## config.mk

```make
export PLATFORM = sky130hd
export DESIGN_NAME = utf8_to_utf16_transcoder
export DESIGN_NICKNAME = d
export VERILOG_FILES = /design/src/hdl/u8u16_pkg.sv /design/src/hdl/u8u16_decode.sv /design/src/hdl/u8u16_outq.sv /design/src/hdl/utf8_to_utf16_transcoder.sv
export SDC_FILE = /design/constraint.sdc
export NUM_CORES = 1
export LEC_CHECK = 0
export BUFFER_PORTS_ARGS = -buffer_cell sky130_fd_sc_hd__buf_4
export CORE_ASPECT_RATIO = 1.2
export CORE_UTILIZATION = 45
export CTS_BUF_LIST = sky130_fd_sc_hd__clkbuf_8
export CTS_CLUSTER_DIAMETER = 200
export DETAILED_ROUTE_END_ITERATION = 10
export SLEW_MARGIN = 20
export SYNTH_ARGS = -nofsm -noshare
export SYNTH_HDL_FRONTEND = slang
export SYNTH_SLANG_ARGS = --single-unit
```

## constraint.sdc

```tcl
create_clock -name clk -period 2.8 [get_ports clk]
set_input_delay 0.84 -clock clk [delete_from_list [all_inputs] [get_ports clk]]
set_output_delay 0.84 -clock clk [all_outputs]
set_load 0.05 [all_outputs]
```

## src/hdl/u8u16_pkg.sv

```systemverilog
// ----------------------------------------------------------------------------
// u8u16_pkg
// Shared types and constants for the UTF-8 to UTF-16 transcoder.
// ----------------------------------------------------------------------------
package u8u16_pkg;

  localparam int U8U16_QDEPTH = 4;

  localparam logic [20:0] CP_SURR_LO   = 21'h00D800;
  localparam logic [20:0] CP_SURR_HI   = 21'h00DFFF;
  localparam logic [20:0] CP_MAX       = 21'h10FFFF;
  localparam logic [20:0] CP_BMP_MAX   = 21'h00FFFF;
  localparam logic [20:0] CP_SUPP_BASE = 21'h010000;
  localparam logic [5:0]  HI_SURR_TAG  = 6'b110110;
  localparam logic [5:0]  LO_SURR_TAG  = 6'b110111;

  localparam logic [7:0] LEAD1_MAX = 8'h7F;
  localparam logic [7:0] CONT_MAX  = 8'hBF;
  localparam logic [7:0] LEAD2_MAX = 8'hDF;
  localparam logic [7:0] LEAD3_MAX = 8'hEF;
  localparam logic [7:0] LEAD4_MAX = 8'hF7;

  typedef struct packed {
    logic [7:0] in_byte;
    logic       end_of_text;
  } in_beat_t;

  typedef struct packed {
    logic [15:0] code_unit;
    logic        is_error;
    logic        run_last;
    logic        text_done;
  } out_beat_t;

  // Decoder state carried from byte to byte
  typedef struct packed {
    logic [20:0] cp;
    logic [1:0]  togo;
    logic        skip;
  } dec_state_t;

  // All results caused by one input byte
  typedef struct packed {
    logic [15:0] unit0;
    logic [15:0] unit1;
    logic        two;
    logic        err;
    logic        done;
  } res_group_t;

endpackage

```

## src/hdl/u8u16_decode.sv

```systemverilog
// ----------------------------------------------------------------------------
// u8u16_decode
// Per-byte UTF-8 decode step: next state and the result group it causes.
// ----------------------------------------------------------------------------
module u8u16_decode
  import u8u16_pkg::*;
(
  input  in_beat_t   beat,
  input  dec_state_t st,
  output dec_state_t st_nxt,
  output logic       has_res,
  output res_group_t res
);

  logic [7:0]  b;
  logic        eot;
  logic [20:0] cp_w;
  logic [1:0]  togo_w;
  logic        bad;
  logic [20:0] supp;

  assign b    = beat.in_byte;
  assign eot  = beat.end_of_text;
  assign supp = cp_w - CP_SUPP_BASE;

  always_comb begin
    cp_w    = st.cp;
    togo_w  = st.togo;
    bad     = 1'b0;
    st_nxt  = st;
    has_res = 1'b0;
    res     = '0;
    res.done = eot;

    if (st.skip) begin
      // swallow the rest of a failed text
      if (eot) begin
        st_nxt.skip = 1'b0;
      end
    end else begin
      if (st.togo == 2'd0) begin
        if (b <= LEAD1_MAX) begin
          cp_w = {13'd0, b};
        end else if (b <= CONT_MAX) begin
          bad = 1'b1;
        end else if (b <= LEAD2_MAX) begin
          cp_w   = {16'd0, b[4:0]};
          togo_w = 2'd1;
        end else if (b <= LEAD3_MAX) begin
          cp_w   = {17'd0, b[3:0]};
          togo_w = 2'd2;
        end else if (b <= LEAD4_MAX) begin
          cp_w   = {18'd0, b[2:0]};
          togo_w = 2'd3;
        end else begin
          bad = 1'b1;
        end
      end else begin
        if (b[7:6] != 2'b10) begin
          bad = 1'b1;
        end
        cp_w   = {st.cp[14:0], b[5:0]};
        togo_w = st.togo - 2'd1;
      end

      if (!bad) begin
        if (togo_w != 2'd0) begin
          if (eot) begin
            bad = 1'b1;
          end else begin
            st_nxt.cp   = cp_w;
            st_nxt.togo = togo_w;
          end
        end else if ((cp_w >= CP_SURR_LO && cp_w <= CP_SURR_HI) || cp_w > CP_MAX) begin
          bad = 1'b1;
        end else begin
          st_nxt.cp   = '0;
          st_nxt.togo = 2'd0;
          has_res     = 1'b1;
          if (cp_w <= CP_BMP_MAX) begin
            res.unit0 = cp_w[15:0];
          end else begin
            res.two   = 1'b1;
            res.unit0 = {HI_SURR_TAG, supp[19:10]};
            res.unit1 = {LO_SURR_TAG, supp[9:0]};
          end
        end
      end

      if (bad) begin
        st_nxt.cp   = '0;
        st_nxt.togo = 2'd0;
        st_nxt.skip = !eot;
        has_res     = 1'b1;
        res.unit0   = '0;
        res.unit1   = '0;
        res.two     = 1'b0;
        res.err     = 1'b1;
        // an error beat always closes the text
        res.done    = 1'b1;
      end
    end
  end

endmodule

```

## src/hdl/u8u16_outq.sv

```systemverilog
// ----------------------------------------------------------------------------
// u8u16_outq
// Result queue: holds result groups and sends them out one beat at a time.
// ----------------------------------------------------------------------------
module u8u16_outq
  import u8u16_pkg::*;
#(
  parameter int DEPTH = U8U16_QDEPTH
)
(
  input  logic       clk,
  input  logic       rst_n,
  input  logic       push,
  input  res_group_t push_data,
  output logic       full,
  output logic       out_valid,
  input  logic       out_stall,
  output out_beat_t  out_data
);

  localparam int AW = (DEPTH > 1) ? $clog2(DEPTH) : 1;
  localparam int CW = $clog2(DEPTH + 1);
  localparam logic [AW-1:0] LAST_IDX = AW'(DEPTH - 1);
  localparam logic [CW-1:0] FULL_CNT = CW'(DEPTH);

  res_group_t     mem [DEPTH];
  logic [AW-1:0]  wr_r, wr_nxt;
  logic [AW-1:0]  rd_r, rd_nxt;
  logic [CW-1:0]  cnt_r, cnt_nxt;
  logic           sub_r, sub_nxt;
  res_group_t     head;
  logic           beat_go;
  logic           pop;

  assign head      = mem[rd_r];
  assign full      = (cnt_r == FULL_CNT);
  assign out_valid = (cnt_r != '0);
  assign beat_go   = out_valid && !out_stall;
  assign pop       = beat_go && (!head.two || sub_r);

  always_comb begin
    if (head.two && !sub_r) begin
      out_data.code_unit = head.unit0;
      out_data.is_error  = 1'b0;
      out_data.run_last  = 1'b0;
      out_data.text_done = 1'b0;
    end else if (head.two) begin
      out_data.code_unit = head.unit1;
      out_data.is_error  = 1'b0;
      out_data.run_last  = 1'b1;
      out_data.text_done = head.done;
    end else begin
      out_data.code_unit = head.unit0;
      out_data.is_error  = head.err;
      out_data.run_last  = 1'b1;
      out_data.text_done = head.done;
    end
  end

  always_comb begin
    wr_nxt  = wr_r;
    rd_nxt  = rd_r;
    cnt_nxt = cnt_r;
    sub_nxt = sub_r;
    if (push) begin
      wr_nxt = (wr_r == LAST_IDX) ? '0 : wr_r + 1'b1;
    end
    if (pop) begin
      rd_nxt  = (rd_r == LAST_IDX) ? '0 : rd_r + 1'b1;
      sub_nxt = 1'b0;
    end else if (beat_go) begin
      // first half of a surrogate pair went out
      sub_nxt = 1'b1;
    end
    if (push && !pop) begin
      cnt_nxt = cnt_r + 1'b1;
    end else if (pop && !push) begin
      cnt_nxt = cnt_r - 1'b1;
    end
  end

  always_ff @(posedge clk) begin
    if (!rst_n) begin
      wr_r  <= '0;
      rd_r  <= '0;
      cnt_r <= '0;
      sub_r <= 1'b0;
    end else begin
      wr_r  <= wr_nxt;
      rd_r  <= rd_nxt;
      cnt_r <= cnt_nxt;
      sub_r <= sub_nxt;
    end
  end

  always_ff @(posedge clk) begin
    if (push) begin
      mem[wr_r] <= push_data;
    end
  end

endmodule

```

## src/hdl/utf8_to_utf16_transcoder.sv

```systemverilog
// Datapath: an accepted byte is registered, decoded combinationally, and its
// result group goes into the result queue, whose head drives the output.
// Throughput: one byte per cycle unless the queue is full; a byte above U+FFFF
// needs two output beats, so beat rate bounds input via a QUEUE_DEPTH-group queue.
// Reset: synchronous active-low rst_n clears decode state, the input stage and
// the result queue; no text is in progress afterwards.
// ----------------------------------------------------------------------------
// utf8_to_utf16_transcoder
// Streaming UTF-8 to UTF-16 converter with per-text error abort.
// ----------------------------------------------------------------------------
module utf8_to_utf16_transcoder
  import u8u16_pkg::*;
#(
  parameter int QUEUE_DEPTH = U8U16_QDEPTH
)
(
  input  logic      clk,
  input  logic      rst_n,
  input  logic      in_valid,
  output logic      in_stall,
  input  in_beat_t  in_data,
  output logic      out_valid,
  input  logic      out_stall,
  output out_beat_t out_data
);

  in_beat_t   in_r;
  logic       in_vld_r;
  dec_state_t st_r;
  dec_state_t st_nxt;
  logic       has_res;
  res_group_t res;
  logic       q_full;
  logic       step;

  // The input stage drains whenever the queue has a free group slot
  assign step     = in_vld_r && !q_full;
  assign in_stall = in_vld_r && q_full;

  always_ff @(posedge clk) begin
    if (!rst_n) begin
      in_vld_r <= 1'b0;
      st_r     <= '0;
    end else begin
      if (!in_stall) begin
        in_vld_r <= in_valid;
      end
      if (step) begin
        st_r <= st_nxt;
      end
    end
  end

  always_ff @(posedge clk) begin
    if (!in_stall) begin
      in_r <= in_data;
    end
  end

  u8u16_decode u_decode (
    .beat    (in_r),
    .st      (st_r),
    .st_nxt  (st_nxt),
    .has_res (has_res),
    .res     (res)
  );

  u8u16_outq #(
    .DEPTH (QUEUE_DEPTH)
  ) u_outq (
    .clk       (clk),
    .rst_n     (rst_n),
    .push      (step && has_res),
    .push_data (res),
    .full      (q_full),
    .out_valid (out_valid),
    .out_stall (out_stall),
    .out_data  (out_data)
  );

endmodule

```

==> flow_summary.ini, run 1 <==
[outcome]
status = finished with violations
violations = negative setup slack

[global_routing]
grt_pass1_vias = 4218
grt_pass1_wl_um = 22600
grt_max_degree = 30
grt_overflow = 0
antenna_found_initial = 0
grt_util_all_layers_pct = 19.7

[power]
p_per_area_nw_per_um2 = 744
p_switching_mw = 1.90
p_leak_nw = 2.91
pwr-share-clk_pct = 25.6
p_sw_share_pct = 31.0
internal-power_mw = 4.22
peakVddDrop_v = 0.000684
seq_power_share_pct = 45.5
combPwrFrac_pct = 28.9

[critical_path]
crit_path_start_kind = flip-flop
crit_top_cell = mux4_2
timing.setup.critical_path_class = reg2out
worst_ep_required_time_ns = 1.96
critPathCaptureType = output port
r2r-start = st_r[2]
crit_buf_inv = 1
crit_family = multiplexers
critPathSlowestCell = mux4_2
crit_arrival_ns = 2.36
cpPeakStageDelay_ns = 0.55
path_cells = mux4_2, and2_4, mux4_2, mux2_4, buf_6
reg2reg_to = u_outq.mem[1][27]
critPathMaxFanout = 9
worst_r2r_path_depth = 8
r2r_slack_ns = 0.22

[layout]
n_antenna_cell = 0
syn_to_final_growth_pct = 18.6
multi_input_area_sq_um = 2400
drive_gt1_share_pct = 31.0
mostFrequentLayoutCells = edfxtp_1 (125), buf_4 (37), dfxtp_1 (34)
fill_cells = 1222
final_util_pct = 54.7
mostFrequentLayoutCell = edfxtp_1
seqCellArea_sq_um = 4460
nNetsFinal = 554

[timing]
grt_setup_unrepaired = true
finClkSkew_ns = 0.0120
tns_ns = -5.57
timing.final.crit_share_pct = 114
fin_crit_ns = 3.20
tightestPinTransition_ns = 0.730
max_slew_margin_pct = 51.2
drv_slew = 0
setup_violations = 18
hold_violations = 0
whs_ns = 0.494
fmax_mhz = 312
final.setup.worst_slack_ns = -0.404

[floorplanning]
rows = 49
dieHeight_um = 138
core_area_sq_um = 15000
die_area_sq_um = 15900
start_util_pct = 46.1
die_w_um = 115
io-pin-count = 34

[cts]
cts_made_buffers = 17
clock_latency_ns = 0.46
cts_tree = done
cts_sinks = 160
root_buffer = clkbuf_8
clk_pin_slew_ns = 0.08
ctsHoldBuffers = 0
cts_max_path_buffers = 2
htreeDepth = 4

[logic_synthesis]
synth-compound-area-share_pct = 9.49
syn_inst = 472
syn_nets = 493
synthMuxAreaShare_pct = 12.4
synth_seq_area_share_pct = 64.3
yosysUniqueCellTypes = 59
synth-edff-count = 125
ys_seq_elements = 160
avgSynthCellArea_sq_um = 14.7
ys_warn_count = 0
synth-simple-area-share_pct = 9.44
synth-xor-area-share_pct = 0.505
synth_fa_ha_area_share_pct = 1.55
synth_flop_cell = edfxtp_1
syn-cell-area_sq_um = 6930
synth_top_family_by_area = multiplexers
async_flop_share_pct = 0

[placement]
port-buffer-count = 33
place_worst_setup_slack_ns = -0.0220
dp_hpwl_um = 9070
gp_congestion = 0.915

[routing]
drt-initial-drc-count = 253
route.detailed.drc = 0
vias = 4113
drt-total-wl_um = 14200
ant_nets = 0
via_per_inst = 5.48
wl_per_cell_um = 18.9
drt_pass1_iterations = 4

[hold_path]
worstHoldStart = st_r[23]
hold-path-cell-count = 2
hp-class = reg2reg
min_to = st_r[23]

[run]
maxCapViolCount = 0
## power by group through the flow
| stage | Sequential [mW] | Combinational [mW] | Clock [mW] |
|---|---|---|---|
| 5_1_grt | 2.80 | 1.89 | 1.70 |
| 4_1_cts | 2.78 | 1.77 | 1.61 |
| 6_report | 2.78 | 1.77 | 1.57 |
| 3_5_place_dp | 2.83 | 1.55 | 0 |
| 3_3_place_gp | 2.82 | 1.52 | 0 |
| 2_1_floorplan | 2.83 | 1.26 | 0 |
## cell type report
class	count	area share (%)
Inverter	10	0.457
Tap cell	204	3.11
Clock inverter	15	1.64
Timing Repair Buffer	66	8.56
Clock buffer	17	2.85
Sequential cell	160	54.2
Multi-Input combinational cell	278	29.2
## per-layer routing
layer / vias to the layer above / global-route usage, % / part of all wire [%] / wire length [um]
met2: 90 / 32.4 / 51 / 7240
met3: 12 / 4.06 / 3.9 / 555
met4: 0 / 9.52 / 1.6 / 233
met1: 2064 / 24.9 / 43 / 6130
li1: 1947 / - / - / -
met5: - / 0 / 0 / 0
## worst min-delay path, cell delays in order, from the launching register on
cell and delay (ns):
dfxtp_1 0.33, nand2_1 0.05, o21ai_0 0.06
## cells in the mapped netlist (all sizes together) (2+ instances only)
| library cell | count | area (sq um) |
|---|---|---|
| a22oi | 8 | 60.1 |
| nor3 | 3 | 15.0 |
| clkbuf | 12 | 45.0 |
| mux4 | 29 | 653 |
| nand3 | 4 | 20.0 |
| o22ai | 6 | 68.8 |
| o21ai | 24 | 120 |
| nor2 | 28 | 110 |
| and3 | 11 | 68.8 |
| nand2b | 4 | 25.0 |
| or2 | 7 | 43.8 |
| nand4 | 3 | 18.8 |
| a31oi | 6 | 37.5 |
| mux2i | 7 | 70.1 |
| a21oi | 15 | 75.1 |
| a211oi | 3 | 27.5 |
| or4 | 3 | 30.0 |
| ha | 7 | 87.6 |
| inv | 10 | 37.5 |
| a211o | 3 | 26.3 |
| dfxtp | 35 | 701 |
| buf | 14 | 81.3 |
| o21a | 2 | 15.0 |
| nor2b | 12 | 75.1 |
| edfxtp | 125 | 3750 |
| a22o | 13 | 115 |
| or3 | 2 | 13.8 |
| a21boi | 3 | 22.5 |
| mux2 | 12 | 135 |
| and2 | 15 | 93.8 |
| xor2 | 3 | 26.3 |
| nand2 | 26 | 97.6 |
## metrics by stage
stage	power, mW	instance area, sq um	instances
after floorplan	4.08	6990	472
after global placement	4.35	7610	710
after detailed placement	4.38	7610	710
after CTS	6.16	8190	749
after global routing	6.40	8220	750
final	6.12	8220	750
## state kept, by name, summed over array words and instances, names as in the netlist, named ones only
register	cells
st_r	24
u_outq.sub_r	1
u_outq.mem	116
u_outq.cnt_r	3
u_outq.wr_r	2
u_outq.rd_r	2
in_vld_r	1
in_r	9
## cell families after synthesis
| group | Yosys count |
|---|---|
| xor+xnor | 4 |
| compound gates | 93 |
| simple gates | 123 |
| fa+ha+maj | 8 |
| buf+inv | 36 |
| mux | 48 |
| flops | 160 |
## worst max-delay path by stage
stage	start	to	cells after the start
6_report	u_outq.mem[3][18]	out_data[10]	5
5_1_grt	u_outq.mem[3][18]	out_data[9]	5
4_1_cts	u_outq.mem[3][18]	out_data[6]	5
3_5_place_dp	u_outq.mem[3][18]	out_data[7]	6
3_3_place_gp	flip-flop	out_data[7]	6
2_1_floorplan	flip-flop	out_data[5]	6
## repair_timing
action | in CTS | in global routing
setup endpoints to repair | 18 | 19
pin swaps | 1 | 0
cloned | 3 | 1
setup buffers | 5 | 0
resized for setup | 35 | 6
(Power assumes the default switching activity.)
==> run 2: changes to the inputs <==
- ABC_AREA: default -> 1
- CAP_MARGIN: default -> 20
==> run 2 against run 1 <==
The run still ends with negative setup slack left. First-iteration DRC count is 72% higher. Total power is 27% higher. Synthesized cell count is 48% higher. Sequential power is 2% higher. Wire length is 23% higher. Clock skew is 0.0026 ns lower. Final cell count is 30% higher. Via count is 32% higher. Critical path type unchanged.
==> flow_summary.ini, run 2 <==
[power]
pwr-share-clk_pct = 20.8
p_leak_nw = 3.09
p_switching_mw = 3.16
p_per_area_nw_per_um2 = 892
internal-power_mw = 4.64
peakVddDrop_v = 0.000582
seq_power_share_pct = 36.5
combPwrFrac_pct = 42.8
power_mw = 7.80
p_sw_share_pct = 40.5

[logic_synthesis]
yosysUniqueCellTypes = 43
ys_seq_elements = 160
synth_common_cells = edfxtp_1 (125), nor2_1 (95), o21ai_0 (72), nand2_1 (68), inv_1 (67)
synth_top_area_cell = edfxtp_1
synth-edff-count = 125
yosysTopAreaCellShare_pct = 51.5
async_flop_share_pct = 0
avgSynthCellArea_sq_um = 10.4
synth_flop_cell = edfxtp_1
syn_inst = 699
ys_warn_count = 0
syn_nets = 720
synthTopCellsByArea = edfxtp_1 (52%), dfxtp_1 (9.6%), o21ai_0 (4.9%), nor2_1 (4.9%), nand2_1 (3.5%)
syn-cell-area_sq_um = 7290
yosysMostFrequentCell = edfxtp_1
synth_seq_area_share_pct = 61.1

[hold_path]
worstHoldStart = st_r[6]
hp-class = reg2reg

[floorplanning]
core_area_sq_um = 15700
die_area_sq_um = 16700
start_util_pct = 46.4
rows = 50
dieHeight_um = 141
die_w_um = 118
io-pin-count = 34

[cts]
cts_sinks = 160
clock_latency_ns = 0.45
ctsHoldBuffers = 0
clk_pin_slew_ns = 0.08
cts_made_buffers = 17
root_buffer = clkbuf_8
cts_max_path_buffers = 2
htreeDepth = 4
cts_tree = done

[critical_path]
crit_arrival_ns = 1.97
critPathCaptureType = output port
timing.setup.critical_path_class = reg2out
crit_path_start_kind = flip-flop
r2r-start = st_r[1]
worst_ep_required_time_ns = 1.96
critPathMaxFanout = 10
crit_start = u_outq.mem[1][18]

[timing]
final.setup.worst_slack_ns = -0.0104
setup_violations = 1
hold_violations = 0
fmax_mhz = 356
grt_setup_unrepaired = true
finClkSkew_ns = 0.00941
drv_slew = 0
tightestPinTransition_ns = 0.744
whs_ns = 0.481
timing.final.crit_share_pct = 100
max_slew_margin_pct = 50.3
fin_crit_ns = 2.81

[placement]
gp_congestion = 0.951
place_worst_setup_slack_ns = 0.214
dp_hpwl_um = 10700
dpl.cell_count = 930
port-buffer-count = 33

[global_routing]
grt_pass1_wl_um = 26900
grt_pass1_vias = 5162
grt_max_degree = 57
antenna_found_initial = 0
grt_util_all_layers_pct = 21.0
grt_overflow = 0

[layout]
nNetsFinal = 776
mostFrequentLayoutCell = edfxtp_1
fill_cells = 1321
seqCellArea_sq_um = 4460
largest_reg_flops = 116
n_antenna_cell = 0
reg_top3 = u_outq.mem (116), st_r (24), in_r (9)
mostFrequentLayoutCells = edfxtp_1 (125), nor2_1 (89), inv_1 (65)
instances_no_fill = 976
syn_to_final_growth_pct = 19.9
drive_gt1_share_pct = 22.8
regMostFlops = u_outq.mem
multi_input_area_sq_um = 2560

[outcome]
status = finished with violations
violations = negative setup slack

[routing]
wl_met2_um = 8900
wl_met1_um = 7300
wl_per_cell_um = 17.9
top_layer = met4
route.detailed.drc = 0
ant_nets = 0
drt_pass1_iterations = 5
drt-total-wl_um = 17400
vias = 5416
drt-initial-drc-count = 436
routed-wl-met3_um = 784
via_per_inst = 5.55

[run]
maxCapViolCount = 0
==> run 2: cell types whose count changed after synthesis, moves of 15 or more <==
cell / delta
o21ai_0: +50
o221ai_1: +15
mux4_2: -29
and2_1: -15
inv_1: +57
a21oi_1: +30
nand4_1: +21
nor2_1: +69
clkbuf_1: +16
nand2_1: +42
nand3_1: +16
==> run 2: path summary, 6_finish.rpt <==
path | to | depth (start not counted) | slack, ns
max | out_data[10] | 9 | -0.01
min | st_r[6] | 2 | 0.48
max reg2reg | u_outq.mem[0][23] | 10 | 0.19
min reg2reg | st_r[6] | 2 | 0.48
==> run 2: repair_timing <==
action,in CTS,in global routing
endpoints found under the setup margin,16,27
gates cloned,2,2
pin swaps,4,4
gates resized for setup,45,20
buffers inserted,7,4
==> run 2: cell type report <==
cell class                 instances  area share (%)
sequential                       160            51.0
multi-input combinational        428            29.3
tap                              208            2.98
inverter                          75            3.32
clock inverter                    15            1.78
timing repair buffer              73            8.92
clock buffer                      17            2.68
==> run 2: power by group through the flow <==
| stage | Clock [mW] | Combinational, mW | Sequential, mW |
|---|---|---|---|
| floorplan | 0 | 1.96 | 2.86 |
| global placement | 0 | 2.80 | 2.88 |
| detailed placement | 0 | 2.84 | 2.88 |
| CTS | 1.66 | 3.17 | 2.84 |
| global route | 1.73 | 3.55 | 2.86 |
| finish | 1.62 | 3.33 | 2.84 |
==> run 2: critical path, stage by stage, from the launching register on <==
cell and delay (ns):
edfxtp_1 0.41, a21oi_2 0.20, nand2_4 0.08, nand2_4 0.08, nor2_4 0.06, buf_4 0.15
buf_16 0.15, o21ai_1 0.16, inv_1 0.09, buf_6 0.16
==> run 2: through the flow <==
step | utilization [%] | cell area [sq um] | TNS (ns)
4_1_cts | 54.8 | 8600 | -0.343
3_5_place_dp | 50.7 | 7970 | 0
5_1_grt | 55.7 | 8740 | -1.16
2_1_floorplan | - | 7320 | -27.41
6_report | 55.7 | 8740 | -0.0104
3_3_place_gp | 50.7 | 7970 | 0
==> run 2: kinds of logic (layout without fill, tap and decap cells) <==
family	after synthesis	after routing	share of synthesized area, %
adder cells (fa/ha/maj)	8	8	1.48
buffers and inverters	111	180	6.15
AND/OR/NAND/NOR	236	236	15.0
multiplexers	17	17	2.33
XOR/XNOR	1	1	0.120
flip-flops	160	160	61.1
AO/OA/AOI/OAI	166	166	13.8
==> run 2: routing by layer <==
metal	up-vias	track usage, %
met5	-	0
met4	0	8.43
met3	31	3.94
met2	167	37.2
met1	2623	25.2
li1	2595	-
==> run 3: changes to the inputs <==
- BUFFER_PORTS_ARGS: -buffer_cell sky130_fd_sc_hd__buf_4 -> default
- DONT_BUFFER_PORTS: default -> 1
- GPL_TIMING_DRIVEN: default -> 0
==> run 3 against run 2 <==
The flow now finishes without violations. Register-to-register slack got worse by 0.05 ns. Die area unchanged. Clock power increased by 6%. Total power decreased by 0.66%. Final cell count is 1.9% lower. Wire length is 5.5% higher. Critical endpoint is now out_data[16].
==> flow_summary.ini, run 3 (synthesis results as in run 2) <==
[critical_path]
critPathSlowestCell = dfxtp_4
crit_buf_inv = 4
critPathCaptureType = output port
cpPeakStageDelay_ns = 0.38
worst_ep_required_time_ns = 1.96
r2r_slack_ns = 0.14
path_cells = clkinv_4, nand2_1, nand2_2, nand2_2, nor2_4, buf_6, clkinvlp_4, nand2_2, clkinvlp_4
crit_top_cell = nand2_2
crit_family = buffers and inverters
timing.setup.critical_path_class = reg2out
critPathMaxFanout = 7
crit_path_start_kind = flip-flop
crit_arrival_ns = 1.93

[routing]
drt_pass1_iterations = 6
vias = 5406
drt-initial-drc-count = 408
ant_nets = 0
via_per_inst = 5.65
drt-total-wl_um = 18400
wl_per_cell_um = 19.2
route.detailed.drc = 0

[floorplanning]
io-pin-count = 34
dieHeight_um = 141
die_w_um = 118
core_area_sq_um = 15700
start_util_pct = 46.4
rows = 50
die_area_sq_um = 16700

[global_routing]
grt_util_all_layers_pct = 23.0
antenna_found_initial = 0
grt_pass1_wl_um = 28800
grt_max_degree = 23
grt_overflow = 0
grt_pass1_vias = 5420

[hold_path]
hp-class = reg2reg

[timing]
hold_violations = 0
fin_crit_ns = 2.77
grt_setup_unrepaired = true
tightestPinTransition_ns = 0.738
timing.final.crit_share_pct = 99.0
setup_violations = 0
tns_ns = 0
drv_slew = 0
max_slew_margin_pct = 50.3
finClkSkew_ns = 0.0145
fmax_mhz = 361

[layout]
largest_reg_flops = 116
drive_gt1_share_pct = 22.7
mostFrequentLayoutCell = edfxtp_1
mostFrequentLayoutCells = edfxtp_1 (125), nor2_1 (89), nand2_1 (61)
n_antenna_cell = 0
reg_top3 = u_outq.mem (116), st_r (24), in_r (9)
syn_to_final_growth_pct = 19.1
nNetsFinal = 757
regMostFlops = u_outq.mem

[outcome]
status = finished clean

[placement]
port-buffer-count = 0
dp_hpwl_um = 12700
gp_congestion = 0.914

[cts]
clk_pin_slew_ns = 0.09
clock_latency_ns = 0.45
htreeDepth = 4
cts_sinks = 160
ctsHoldBuffers = 0
cts_tree = done
cts_made_buffers = 17
cts_max_path_buffers = 2
root_buffer = clkbuf_8

[run]
maxCapViolCount = 0

[power]
peakVddDrop_v = 0.000344
p_per_area_nw_per_um2 = 893
p_leak_nw = 2.94
power_mw = 7.75
## run 3: power by group
group / switching (mW) / internal [mW] / leakage, nW
combinational: 2.28 / 0.897 / 1.33
clock: 0.846 / 0.875 / 0.199
sequential: 0.0929 / 2.75 / 1.41
## run 3: timing repair
action	CTS	global route
hold endpoints to repair	0	0
gates resized for setup	92	49
buffers inserted	7	6
cloned	1	0
setup endpoints to repair	67	35
pin swaps	9	8
## run 3: area by class of cell
class                   count  area, sq um
inverters                  75          313
plain buffers              36          307
clock buffers              17          234
flip-flops and latches    160         4460
repair buffers             18          201
fillers                  1371         7030
clock inverters            15          169
multi-input cells         428         2730
well taps                 208          260
## run 3: per-layer routing
metal  wire, um  track usage [%]  share of wire (%)
met5          0                0                  0
met4        564             10.7                3.1
met1       7500             27.3                 41
met2       9510             40.5                 52
met3        835             3.98                4.5
## run 3: worst register-to-register path, cell delays in order, from the launching register on
cell,delay [ns]
edfxtp_1,0.45
nand2_1,0.14
inv_2,0.07
o21ai_4,0.08
buf_4,0.21
nand3_2,0.08
nand2_1,0.11
nor2_1,0.06
nand2_1,0.09
nor2_4,0.08
nand2_2,0.09
nand2_4,0.08
nor2_8,0.16
nand3_4,0.14
o21ai_0,0.51
## run 3: metrics by stage
| step | utilization [%] | cells | hold slack (ns) | worst slack, ns | cell area [sq um] |
|---|---|---|---|---|---|
| 6_report | 55.3 | 957 | 0.473 | 0.0270 | 8680 |
| 3_3_place_gp | 48.3 | 907 | 0.454 | -1.64 | 7580 |
| 3_5_place_dp | 49.0 | 911 | 0.465 | -0.709 | 7700 |
| 2_1_floorplan | - | 699 | 0.445 | -0.236 | 7320 |
| 5_1_grt | 55.3 | 957 | 0.446 | -0.0668 | 8680 |
| 4_1_cts | 53.9 | 951 | 0.449 | -0.000853 | 8470 |
## run 3: worst paths after layout
check / end / from / depth (start not counted)
max: out_data[16] / flip-flop / 9
min: st_r[13] / st_r[13] / 2
max reg2reg: u_outq.mem[0][22] / in_r[7] / 14
min reg2reg: st_r[13] / st_r[13] / 2
